$ cat src/design/soa_pkg.sv
// Shared types, microcode codes and residue helpers for the sieve of Atkin engine.
`default_nettype none

package soa_pkg;

    localparam int unsigned MAX_LIMIT_DEF = 65535;
    localparam int unsigned TABLE_AW      = 16;
    localparam int unsigned TABLE_DEPTH   = 1 << TABLE_AW;

    localparam logic [15:0] ADDR_TWO   = 16'd2;
    localparam logic [15:0] ADDR_THREE = 16'd3;

    localparam logic [3:0] RES_BASE = 4'd12;
    localparam logic [3:0] RES_F1A  = 4'd1;
    localparam logic [3:0] RES_F1B  = 4'd5;
    localparam logic [3:0] RES_F2   = 4'd7;
    localparam logic [3:0] RES_F3   = 4'd11;

    localparam logic [8:0]  R_FIRST     = 9'd5;
    localparam logic [16:0] R_FIRST_SQ  = 17'd25;

    typedef enum logic [1:0] {
        ST_BUILD = 2'd0,
        ST_QUERY = 2'd1,
        ST_OOR   = 2'd2
    } status_t;

    typedef enum logic [4:0] {
        OP_NOP,
        OP_LOAD,
        OP_ADDR_ZERO,
        OP_CLR_WR,
        OP_MARK2,
        OP_MARK3,
        OP_X_INIT,
        OP_X3,
        OP_Y_INIT,
        OP_RD_F1,
        OP_RD_F2,
        OP_RD_F3,
        OP_TOG,
        OP_Y_INC,
        OP_X_INC,
        OP_R_INIT,
        OP_RD_R,
        OP_K_INIT,
        OP_K_CLR,
        OP_R_INC,
        OP_SET_BUILT,
        OP_RD_Q,
        OP_SET_QRES,
        OP_SET_OOR,
        OP_EMIT
    } op_t;

    typedef enum logic [3:0] {
        C_NEVER,
        C_ALWAYS,
        C_ACCEPT,
        C_QUERY,
        C_OVER,
        C_ADDR_LAST,
        C_F1_OK,
        C_F2_OK,
        C_F3_OK,
        C_X_END,
        C_Y_END,
        C_R_END,
        C_RBIT,
        C_K_END,
        C_Q_OOR,
        C_OUT_BUSY
    } cond_t;

    typedef logic [4:0] pc_t;

    localparam pc_t PC_IDLE       = 5'd0;
    localparam pc_t PC_DISPATCH   = 5'd1;
    localparam pc_t PC_CHK_BUILD  = 5'd2;
    localparam pc_t PC_CLR_INIT   = 5'd3;
    localparam pc_t PC_CLR_LOOP   = 5'd4;
    localparam pc_t PC_MARK2      = 5'd5;
    localparam pc_t PC_MARK3      = 5'd6;
    localparam pc_t PC_X_INIT     = 5'd7;
    localparam pc_t PC_X_TEST     = 5'd8;
    localparam pc_t PC_Y_INIT     = 5'd9;
    localparam pc_t PC_Y_TEST     = 5'd10;
    localparam pc_t PC_F1_RD      = 5'd11;
    localparam pc_t PC_F1_WR      = 5'd12;
    localparam pc_t PC_F2_RD      = 5'd13;
    localparam pc_t PC_F2_WR      = 5'd14;
    localparam pc_t PC_F3_RD      = 5'd15;
    localparam pc_t PC_F3_WR      = 5'd16;
    localparam pc_t PC_Y_NEXT     = 5'd17;
    localparam pc_t PC_X_NEXT     = 5'd18;
    localparam pc_t PC_R_INIT     = 5'd19;
    localparam pc_t PC_R_TEST     = 5'd20;
    localparam pc_t PC_R_CHK      = 5'd21;
    localparam pc_t PC_K_TEST     = 5'd22;
    localparam pc_t PC_K_CLR      = 5'd23;
    localparam pc_t PC_R_NEXT     = 5'd24;
    localparam pc_t PC_BUILD_DONE = 5'd25;
    localparam pc_t PC_Q_RD       = 5'd26;
    localparam pc_t PC_Q_RES      = 5'd27;
    localparam pc_t PC_SET_OOR    = 5'd28;
    localparam pc_t PC_EMIT       = 5'd29;
    localparam pc_t PC_RETURN     = 5'd30;

    typedef struct packed {
        op_t   op;
        cond_t cond;
        logic  inv;
        pc_t   target;
    } ctrl_word_t;

    typedef struct packed {
        logic accept;
        logic is_query;
        logic over;
        logic addr_last;
        logic f1_ok;
        logic f2_ok;
        logic f3_ok;
        logic x_end;
        logic y_end;
        logic r_end;
        logic rbit;
        logic k_end;
        logic q_oor;
        logic out_busy;
    } flags_t;

    function automatic logic [3:0] sq12(input logic [3:0] m);
        logic [3:0] s;
        unique case (m)
            4'd0, 4'd6:               s = 4'd0;
            4'd1, 4'd5, 4'd7, 4'd11:  s = 4'd1;
            4'd2, 4'd4, 4'd8, 4'd10:  s = 4'd4;
            4'd3, 4'd9:               s = 4'd9;
            default:                  s = 4'd0;
        endcase
        return s;
    endfunction

    function automatic logic [3:0] mod12_6(input logic [5:0] val);
        logic [5:0] t;
        t = val;
        if (t >= {RES_BASE, 2'b00})
        begin
            t = t - {RES_BASE, 2'b00};
        end
        if (t >= {1'b0, RES_BASE, 1'b0})
        begin
            t = t - {1'b0, RES_BASE, 1'b0};
        end
        if (t >= {2'b00, RES_BASE})
        begin
            t = t - {2'b00, RES_BASE};
        end
        return t[3:0];
    endfunction

    function automatic logic [3:0] inc12(input logic [3:0] m);
        return (m == RES_F3) ? 4'd0 : m + 4'd1;
    endfunction

endpackage

`default_nettype wire

$ cat src/design/soa_sequencer.sv
// Microcode sequencer: step counter, control store and conditional jumps.
`default_nettype none

module soa_sequencer (
    input  wire logic            clk,
    input  wire logic            rst_n,
    input  wire soa_pkg::flags_t flags,
    output soa_pkg::op_t         op
);
    import soa_pkg::*;

    pc_t        pc_reg;
    pc_t        pc_next;
    ctrl_word_t word;
    logic       cond_val;

    function automatic ctrl_word_t uw(input op_t o, input cond_t c, input logic i,
                                      input pc_t t);
        ctrl_word_t w;
        w.op     = o;
        w.cond   = c;
        w.inv    = i;
        w.target = t;
        return w;
    endfunction

    function automatic ctrl_word_t rom_word(input pc_t pc);
        ctrl_word_t w;
        unique case (pc)
            PC_IDLE:       w = uw(OP_LOAD,      C_ACCEPT,    1'b1, PC_IDLE);
            PC_DISPATCH:   w = uw(OP_NOP,       C_QUERY,     1'b0, PC_Q_RD);
            PC_CHK_BUILD:  w = uw(OP_NOP,       C_OVER,      1'b0, PC_SET_OOR);
            PC_CLR_INIT:   w = uw(OP_ADDR_ZERO, C_NEVER,     1'b0, PC_IDLE);
            PC_CLR_LOOP:   w = uw(OP_CLR_WR,    C_ADDR_LAST, 1'b1, PC_CLR_LOOP);
            PC_MARK2:      w = uw(OP_MARK2,     C_NEVER,     1'b0, PC_IDLE);
            PC_MARK3:      w = uw(OP_MARK3,     C_NEVER,     1'b0, PC_IDLE);
            PC_X_INIT:     w = uw(OP_X_INIT,    C_NEVER,     1'b0, PC_IDLE);
            PC_X_TEST:     w = uw(OP_X3,        C_X_END,     1'b0, PC_R_INIT);
            PC_Y_INIT:     w = uw(OP_Y_INIT,    C_NEVER,     1'b0, PC_IDLE);
            PC_Y_TEST:     w = uw(OP_NOP,       C_Y_END,     1'b0, PC_X_NEXT);
            PC_F1_RD:      w = uw(OP_RD_F1,     C_F1_OK,     1'b1, PC_F2_RD);
            PC_F1_WR:      w = uw(OP_TOG,       C_NEVER,     1'b0, PC_IDLE);
            PC_F2_RD:      w = uw(OP_RD_F2,     C_F2_OK,     1'b1, PC_F3_RD);
            PC_F2_WR:      w = uw(OP_TOG,       C_NEVER,     1'b0, PC_IDLE);
            PC_F3_RD:      w = uw(OP_RD_F3,     C_F3_OK,     1'b1, PC_Y_NEXT);
            PC_F3_WR:      w = uw(OP_TOG,       C_NEVER,     1'b0, PC_IDLE);
            PC_Y_NEXT:     w = uw(OP_Y_INC,     C_ALWAYS,    1'b0, PC_Y_TEST);
            PC_X_NEXT:     w = uw(OP_X_INC,     C_ALWAYS,    1'b0, PC_X_TEST);
            PC_R_INIT:     w = uw(OP_R_INIT,    C_NEVER,     1'b0, PC_IDLE);
            PC_R_TEST:     w = uw(OP_RD_R,      C_R_END,     1'b0, PC_BUILD_DONE);
            PC_R_CHK:      w = uw(OP_K_INIT,    C_RBIT,      1'b1, PC_R_NEXT);
            PC_K_TEST:     w = uw(OP_NOP,       C_K_END,     1'b0, PC_R_NEXT);
            PC_K_CLR:      w = uw(OP_K_CLR,     C_ALWAYS,    1'b0, PC_K_TEST);
            PC_R_NEXT:     w = uw(OP_R_INC,     C_ALWAYS,    1'b0, PC_R_TEST);
            PC_BUILD_DONE: w = uw(OP_SET_BUILT, C_ALWAYS,    1'b0, PC_EMIT);
            PC_Q_RD:       w = uw(OP_RD_Q,      C_Q_OOR,     1'b0, PC_SET_OOR);
            PC_Q_RES:      w = uw(OP_SET_QRES,  C_ALWAYS,    1'b0, PC_EMIT);
            PC_SET_OOR:    w = uw(OP_SET_OOR,   C_NEVER,     1'b0, PC_IDLE);
            PC_EMIT:       w = uw(OP_EMIT,      C_OUT_BUSY,  1'b0, PC_EMIT);
            PC_RETURN:     w = uw(OP_NOP,       C_ALWAYS,    1'b0, PC_IDLE);
            default:       w = uw(OP_NOP,       C_ALWAYS,    1'b0, PC_IDLE);
        endcase
        return w;
    endfunction

    always_comb
    begin
        word = rom_word(pc_reg);
        op   = word.op;
    end

    always_comb
    begin
        unique case (word.cond)
            C_NEVER:     cond_val = 1'b0;
            C_ALWAYS:    cond_val = 1'b1;
            C_ACCEPT:    cond_val = flags.accept;
            C_QUERY:     cond_val = flags.is_query;
            C_OVER:      cond_val = flags.over;
            C_ADDR_LAST: cond_val = flags.addr_last;
            C_F1_OK:     cond_val = flags.f1_ok;
            C_F2_OK:     cond_val = flags.f2_ok;
            C_F3_OK:     cond_val = flags.f3_ok;
            C_X_END:     cond_val = flags.x_end;
            C_Y_END:     cond_val = flags.y_end;
            C_R_END:     cond_val = flags.r_end;
            C_RBIT:      cond_val = flags.rbit;
            C_K_END:     cond_val = flags.k_end;
            C_Q_OOR:     cond_val = flags.q_oor;
            C_OUT_BUSY:  cond_val = flags.out_busy;
            default:     cond_val = 1'b0;
        endcase
        pc_next = (cond_val ^ word.inv) ? word.target : pc_reg + 5'd1;
    end

    always_ff @(posedge clk or negedge rst_n)
    begin
        if (!rst_n)
        begin
            pc_reg <= PC_IDLE;
        end
        else
        begin
            pc_reg <= pc_next;
        end
    end

endmodule

`default_nettype wire

$ cat config.mk
export PLATFORM = sky130hd
export DESIGN_NAME = soa_sequencer
export DESIGN_NICKNAME = d
export VERILOG_FILES = /design/src/design/soa_pkg.sv /design/src/design/soa_sequencer.sv
export SDC_FILE = /design/constraint.sdc
export NUM_CORES = 1
export LEC_CHECK = 0
export ABC_AREA = 1
export BUFFER_PORTS_ARGS = -buffer_cell sky130_fd_sc_hd__buf_4
export CORE_ASPECT_RATIO = 0.6
export CORE_MARGIN = 5
export CORE_UTILIZATION = 35
export DETAILED_ROUTE_END_ITERATION = 6
export SKIP_LAST_GASP = 1
export SYNTH_ARGS = -nofsm -noshare
export SYNTH_HDL_FRONTEND = slang
export SYNTH_SLANG_ARGS = --single-unit
$ cat constraint.sdc
create_clock -name clk -period 3.7 [get_ports clk]
set_input_delay 0.37 -clock clk [delete_from_list [all_inputs] [get_ports clk]]
set_output_delay 0.37 -clock clk [all_outputs]
set_load 0.05 [all_outputs]
======== Word level (Yosys, flattened, before mapping) ========
Memories as Yosys holds them, arrays and structs flattened.
Index checks and enable logic that the tools add are counted.
storage, ports and cells
  flip-flop bits (word level) ............. 5
  latch bits .............................. 0
  memory bits (writable) .................. 0
  bits in read-only memories .............. 480
  word-level logic and storage cells ...... 22
  memories ................................ 1
memory list
  memory           depth  bits a word  read ports  clocked after Yosys merged registers in  write ports  RTL line             text
  (no name shown)  32     15           1           0                                        0            soa_sequencer.sv:29  unique case (pc)
cells by class
  add/sub/neg operators ................... 1
  multiply operators ...................... 0
  divide/modulo/power cells ............... 0
  $lt $le $gt $ge ......................... 0
  equality and inequality tests ........... 15
  shift operators ......................... 0
  muxes and demuxes ....................... 2
  bitwise logic cells ..................... 1
  reduce and logical (&&, ||, !) cells .... 1
operator list
  kind                 number
  $eq 4x4->1 const B   8
  $eq 4x3->1 const B   4
  $pmux 1 s16          1
  $eq 4x2->1 const B   2
  $add 5x1->5 const B  1
  $mux 5               1
  $eq 4x1->1 const B   1
  $logic_not 4->1      1
  $xor 1x1->1          1

======== Depth between registers and ports, before layout ========
Gate-level depths: netlist of the first run.
An unclocked memory read counts as a cell.
  depth in word-level cells ............... 5
  gate-level depth with buffers ........... 19
  depth with buffers taken out ............ 19

======== Least setup slack after synthesis of the first run ========
No wires, ideal clock.
  kind .................................... reg2out
  start point ............................. register pc_reg[0]
  end point ............................... output op[2]
  arrival time ............................ 2.250 ns
  data required time ...................... 3.330 ns
  path slack .............................. 1.080 ns
  cell stages (with the launch flop) ...... 7
  path buffers ............................ 0
  cell sequence ........................... dfrtp_1 > inv_1 > ha_1 > nand2_1 > inv_1 > nor3_1 > o31ai_1
on the way
  longest elaborated chain between the ends .. 1
RTL lines
  item                    RTL line              text
  from (decl)             soa_sequencer.sv:12   pc_t pc_reg;
  from (signal assigned)  soa_sequencer.sv:104  pc_reg <= pc_next;
  $mem_v2 32x15           n/a
  to (decl)               soa_sequencer.sv:8    output soa_pkg::op_t op
No other way between the ends.

======== Worst setup path in the final report of the first run ========
  start point ............................. register pc_reg[0]
  end point ............................... register pc_reg[0]
on the way
  longest elaborated chain between the ends .. 5
  elaborated cells between the ends (all ways) .. 21
  those cells by class .................... add/sub: 1; eq/ne: 15; mux: 2; bitwise: 1; reduce/logical: 1; memory: 1
RTL lines
  item                                      RTL line             text
  $mem_v2 32x15                             n/a
  $eq 4x4->1, or another cell as far along  soa_sequencer.sv:74  unique case (word.cond)
  $pmux 1 s16                               soa_sequencer.sv:74
  $xor 1x1->1                               soa_sequencer.sv:93  pc_next = (cond_val ^ word.inv) ? word.target : pc_reg + 5'd1;
  $mux 5 (*)                                soa_sequencer.sv:93
Mark *: on every way between the ends. The rest lies on a longest branch, timed or not.

==> results.tsv, run 1 <==
stage	metric	value	unit
job	max_cap viols	0	
die	core area	3283	um2
global_routing	initial antenna violation count	0	
routing	DRC viols	0	
clocking	Post-CTS Setup Inserts	0	
placed_design	DP HPWL	2825	um
logic_synthesis	most frequent cell after synthesis	nand2_1	
routing	drt pass-1 iters	4	
placed_design	IO Port Bufs	20	
logic_synthesis	post-synth top area cell	nand2_1	
die	Ports	21	
die	Die Height	55.50	um
timing	Layout Skew	0.002167	ns
final_layout	Largest register FFs	5	
final_layout	post-route cell area	1425	um2
logic_synthesis	sequential cell area fraction in the yosys report	10.36	%
global_routing	number of global-route vias before repair	1258	
setup_path	worst endpoint required time	3.81	ns
run_status	status	finished clean	
timing	Tcrit/Tclk final	72.45	%
clocking	Clk Latency, worst-skew pair	0.22	ns
routing	Avg WL per Cell	12.97	um
placed_design	area post-placement	1370	um2
final_layout	# nets final	252	
routing	initial drt markers	187	
die	Core Rows	16	
placed_design	DP Worst Slack	1.063	ns
timing	worst setup margin	1.019	ns
final_layout	ant diodes	0	
clocking	clock-pin slew on the worst setup and hold paths	0.04	ns
setup_path	Worst Setup End Kind	flip-flop	
routing	Post-DRT Antenna Nets	0	
routing	routed vias	1395	
placed_design	Final Wtd Congestion	0.9305	
logic_synthesis	synth cell count leaders	nand2_1, nand3_1, nor2_1	
die	initial core utilization	36.78	%
setup_path	Crit-path slowest cell	dfrtp_1	
logic_synthesis	main flop type after synthesis	dfrtp_1	
logic_synthesis	mapped cell area	1207	um2
logic_synthesis	FF+latch count, synth	5	
logic_synthesis	synth warn	0	
clocking	Root Buffer	clkbuf_8	
setup_path	WP data arrival	2.79	ns
timing	post-route setup TNS	0	ns
timing	fmax	373.0	MHz
timing	# setup viols final	0	
timing	worst-margin pin slew	0.7103	ns
setup_path	type of origin of the critical path	flip-flop	
timing	Period minus WS final	2.681	ns
clocking	CTS buffer count	3	
worst_hold_path	Hold Path Class	in2async	
timing	Relative slew margins	52.65	%
clocking	cts repair resizes	0	
setup_path	crit-path max cell delay	0.57	ns
final_layout	layout cells sized above 1	20.35	%
timing	RSZ-0062 raised after global routing	no	
logic_synthesis	average cell area after synthesis	5.805	um2
clocking	CTS tree	built	
clocking	CTS Buffer Depth	2	
die	die width	85.83	um
setup_path	worst-path fanout max	11	
logic_synthesis	ranking of synthesized cells by area	nand2_1, nand3_1, dfrtp_1	
global_routing	global-route wire length before repair	6009	um
final_layout	synth-to-layout area growth	18.03	%
setup_path	CP cell instances	inv_1 > ha_1 > inv_1 > nand2_1 > nand3_1 > nand2_1 > nand2_1 > nand2_2 > nand3_1 > nand2_1 > nor2_1 > nand2_1 > nand2_2 > nand3_2 > nand2_4 > nand3_1 > nand2_1 > inv_1	
logic_synthesis	Post-synth ARST share	100.0	%
logic_synthesis	Post-synth EDFFs	0	
clocking	Hold-fix buffers, CTS	1	
clocking	Num Clock Sinks	5	
die	Die Footprint	4763	um2
logic_synthesis	post-synthesis net count	233	
timing	final hold violations	0	
global_routing	grt total ovfl	0	
routing	final WL	3516	um
setup_path	WS Path Type	reg2reg	
timing	max-slew violation count	0	
global_routing	overall routing resource usage	15.20	%
logic_synthesis	Post-Syn Instances	208	
setup_path	most used cell, CP	nand2_1	
clocking	H-Tree Depth	1	
logic_synthesis	synth unique cells	35	
logic_synthesis	Synth top area share	17.41	%
routing	vias per inst	5.148	
global_routing	largest net degree at the start of global routing	20	
-- placed cells by master (no fill, tap or decap), types with 2 or more instances in the layout --
master and count:
dfrtp_1 5, o21ai_0 10, a21oi_1 6, clkbuf_8 3
o22ai_1 2, nand2_4 3, buf_4 21, nand2_1 56
a31oi_1 2, ha_1 9, nand2_2 8, inv_1 18
nor2_1 22, xor2_1 2, o31ai_1 2, o21bai_1 2
o211ai_1 3, inv_4 3, nand3_1 33
-- final cells by class --
cell class                 count  area, um2
sequential                     5      125.1
tap                           45      56.30
inverter                      22      90.09
timing repair buffer          22      167.7
multi-input combinational    173      940.9
fill                         354       1858
clock buffer                   4      45.04
-- final timing paths --
check	from	to	slack, ns	cells past startpoint
hold reg to reg	pc_reg[4]$_DFF_PN0_	pc_reg[4]$_DFF_PN0_	0.77	4
setup reg to reg	pc_reg[0]$_DFFE_PN0P_	pc_reg[0]$_DFFE_PN0P_	1.02	18
min in group clk	pc_reg[4]$_DFF_PN0_	pc_reg[4]$_DFF_PN0_	0.77	4
setup / recovery	pc_reg[0]$_DFFE_PN0P_	pc_reg[0]$_DFFE_PN0P_	1.02	18
hold / removal	rst_n	pc_reg[2]$_DFF_PN0_	0.47	2
max in group asynchronous	rst_n	pc_reg[4]$_DFF_PN0_	3.12	2
-- cell families (layout without fill, tap and decap cells) --
| family | count (synthesis) | count (layout) | synth area share, % |
|---|---|---|---|
| compound gates | 34 | 34 | 17.62 |
| xor+xnor | 2 | 2 | 1.451 |
| fa+ha+maj | 9 | 9 | 9.327 |
| buf+inv | 30 | 48 | 11.71 |
| flops | 5 | 5 | 10.36 |
| simple gates | 128 | 128 | 49.53 |
-- stage by stage --
stage | cells | utilization, % | hold WS [ns]
floorplan | 208 | - | 0.07441
global placement | 266 | 41.73 | 0.1761
detailed placement | 266 | 41.73 | 0.1759
CTS | 271 | 43.41 | 0.4722
global route | 271 | 43.41 | 0.4874
finish | 271 | 43.41 | 0.4748
-- critical path, delay by kind of cell, from the launching register on --
family	cells	cell delay [ns]
adder cells (fa/ha/maj)	1	0.38
buffers and inverters	3	0.42
flip-flops	1	0.57
AND/OR/NAND/NOR	14	1.22
-- routing by layer --
metal	track usage (%)	vias up	part of all wire [%]
met2	18.58	73	35
met1	25.37	596	51
met3	3.715	2	14
li1	-	724	-
met4	2.709	0	0.54
met5	0	-	0
Power of run 1 is left out: the tool's default activity adds up to more than one toggle a clock period on the data nets, which glitch-free logic cannot reach.
==> run 2: changes to the inputs <==
ABC_AREA = 0   (was 1)
clock period = 2.4 ns   (was 3.7 ns; I/O delays follow)
==> run 2 against run 1 <==
  * The run now ends with negative setup slack left
  * Sequential share of layout area decreased by 2.1 points
  * Routed wire length increased by 26%
  * Cell area is 36% higher
  * Cell count is 4.8% lower
  * Non-clock buffer count grew 45
  * Synthesized area down 6.1%
  * First-iteration DRC count is 12% lower
  * Worst hold slack got worse by 0.12 ns
  * Flip-flop and latch count stayed put
  * Global-route usage increased by 5.3 points
  * Core utilization grew 18 points
  * Die area down 5.2%
  * Highest routed layer unchanged
==> results.tsv, run 2 <==
stage	metric	value	unit
run_status	status	complete, but fails checks	
run_status	failing checks	negative setup slack	
logic_synthesis	average cell area after synthesis	7.313	um2
logic_synthesis	Post-synth ARST share	100.0	%
die	core area	3183	um2
timing	fmax	353.9	MHz
logic_synthesis	FF+latch count, synth	5	
logic_synthesis	mapped cell area	1134	um2
die	die width	83.47	um
setup_path	reg2reg path depth	9	
final_layout	layout cells sized above 1	51.17	%
timing	# setup viols final	5	
logic_synthesis	Synth top area share	11.04	%
routing	DRC viols	0	
routing	vias per inst	5.581	
final_layout	synth-to-layout area growth	71.19	%
setup_path	Crit-path slowest cell	dfrtp_2	
final_layout	# nets final	239	
final_layout	post-route cell area	1941	um2
clocking	CTS tree	built	
global_routing	initial antenna violation count	0	
routing	initial drt markers	164	
setup_path	Worst Setup End Kind	flip-flop	
setup_path	crit-path max cell delay	0.51	ns
timing	Period minus WS final	2.826	ns
timing	Tcrit/Tclk final	117.7	%
routing	Avg WL per Cell	17.18	um
logic_synthesis	synth unique cells	40	
global_routing	overall routing resource usage	20.47	%
global_routing	global-route wire length before repair	7258	um
placed_design	DP HPWL	3083	um
placed_design	DP Worst Slack	-0.5672	ns
setup_path	reg2reg start	pc_reg[2]$_DFF_PN0_	
placed_design	IO Port Bufs	20	
job	max_cap viols	0	
clocking	H-Tree Depth	1	
logic_synthesis	synth warn	0	
clocking	Clk Latency, worst-skew pair	0.23	ns
timing	worst-margin pin slew	0.4150	ns
global_routing	grt total ovfl	0	
timing	Relative slew margins	72.15	%
timing	Layout Skew	0.002228	ns
logic_synthesis	post-synth top area cell	dfrtp_1	
timing	worst setup margin	-0.4258	ns
worst_hold_path	Hold Path Class	in2async	
setup_path	reg2reg setup slack	-0.43	ns
clocking	CTS buffer count	3	
die	Ports	21	
routing	final WL	4433	um
setup_path	worst-path fanout max	11	
final_layout	Multi-input gate area	1131	um2
setup_path	terminus of the critical flop-to-flop path	pc_reg[4]$_DFF_PN0_	
die	Die Footprint	4514	um2
logic_synthesis	synth cell count leaders	a21oi_1, o21ai_0, inv_1, mux2i_1, nor2_1	
final_layout	most frequent cells in the layout	buf_4, a21oi_1, o21ai_0	
die	initial core utilization	35.61	%
logic_synthesis	Post-Syn Instances	155	
clocking	CTS Buffer Depth	2	
setup_path	WP data arrival	2.96	ns
placed_design	area post-placement	1630	um2
setup_path	most used cell, CP	xnor2_2	
setup_path	worst endpoint required time	2.53	ns
logic_synthesis	ranking of synthesized cells by area	dfrtp_1, ha_1, mux2i_1	
clocking	Num Clock Sinks	5	
logic_synthesis	post-synthesis net count	180	
final_layout	Largest register FFs	5	
timing	max-slew violation count	0	
die	Core Rows	16	
global_routing	number of global-route vias before repair	1432	
logic_synthesis	main flop type after synthesis	dfrtp_1	
setup_path	type of origin of the critical path	flip-flop	
logic_synthesis	most frequent cell after synthesis	a21oi_1	
setup_path	WS Path Type	reg2reg	
clocking	clock-pin slew on the worst setup and hold paths	0.04	ns
logic_synthesis	sequential cell area fraction in the yosys report	11.04	%
final_layout	# fillers	247	
routing	routed vias	1440	
timing	RSZ-0062 raised after global routing	yes	
timing	Min Hold Slack	0.3500	ns
die	Die Height	54.09	um
logic_synthesis	Post-synth EDFFs	0	
placed_design	Final Wtd Congestion	0.9636	
global_routing	largest net degree at the start of global routing	26	
clocking	Root Buffer	clkbuf_8	
final_layout	most common cell after layout, fill and taps aside	buf_4	
timing	post-route setup TNS	-1.975	ns
timing	final hold violations	0	
routing	Post-DRT Antenna Nets	0	
routing	drt pass-1 iters	4	
setup_path	CP cell instances	xnor2_2 > mux2_4 > or2_4 > o2111a_1 > nor4_2 > mux2i_2 > xnor2_2 > buf_4 > mux2i_1	
final_layout	Storage cell area	130.1	um2
final_layout	ant diodes	0	
run 2: metrics by stage:
stage	util, %	cells
after global routing	60.97	258
after floorplan	-	155
after detailed placement	51.22	248
after CTS	60.14	257
final	60.97	258
after global placement	51.22	248
run 2: layer usage:
layer | track usage (%) | wire, um
met3 | 3.823 | 308
met4 | 10.43 | 104
met2 | 33.38 | 2032
met1 | 26.50 | 1988
met5 | 0 | 0
run 2: worst max-delay path by stage:
stage | to | slack (ns) | startpoint
global route | pc_reg[4]$_DFF_PN0_ | -0.50 | pc_reg[2]$_DFF_PN0_
finish | pc_reg[4]$_DFF_PN0_ | -0.43 | pc_reg[2]$_DFF_PN0_
global placement | pc_reg[1]$_DFF_PN0_ | -0.57 | pc_reg[0]$_DFFE_PN0P_
floorplan | pc_reg[1]$_DFF_PN0_ | -0.61 | pc_reg[0]$_DFFE_PN0P_
CTS | pc_reg[4]$_DFF_PN0_ | -0.31 | pc_reg[0]$_DFFE_PN0P_
detailed placement | pc_reg[4]$_DFF_PN0_ | -0.57 | pc_reg[0]$_DFFE_PN0P_
run 2: worst max-delay path, delay by kind of cell (launching register included):
family,cells,cell delay [ns]
compound gates,1,0.26
xor+xnor,2,0.43
buf+inv,1,0.18
flops,1,0.51
mux,3,0.76
simple gates,2,0.59
run 2: cell families (layout without fill, tap and decap cells):
logic type | count (synthesis) | in the layout | share of synthesized area (%)
DFF | 5 | 5 | 11.04
muxes | 15 | 15 | 16.34
adders and majority gates | 9 | 9 | 9.934
xor gates and xnor gates | 4 | 4 | 3.754
and+or+nand+nor | 46 | 46 | 20.09
AOI/OAI and AO/OA | 51 | 51 | 29.03
buffers and inverters | 25 | 83 | 9.823
run 2: final cells by class:
type / count / area share, %
Multi-Input combinational cell: 125 / 58.28
Sequential cell: 5 / 6.705
Clock buffer: 4 / 2.321
Tap cell: 45 / 2.901
Inverter: 12 / 2.579
Timing Repair Buffer: 67 / 27.21
run 2: timing repair:
item / 4_1_cts / 5_1_grt
hold buffers: 1 / 0
endpoints found under the hold margin: 5 / 0
pin swaps: 9 / 0
setup buffers: 4 / 1
endpoints found under the setup margin: 6 / 6
resized for setup: 43 / 4
Power of run 2 is left out for the same reason.
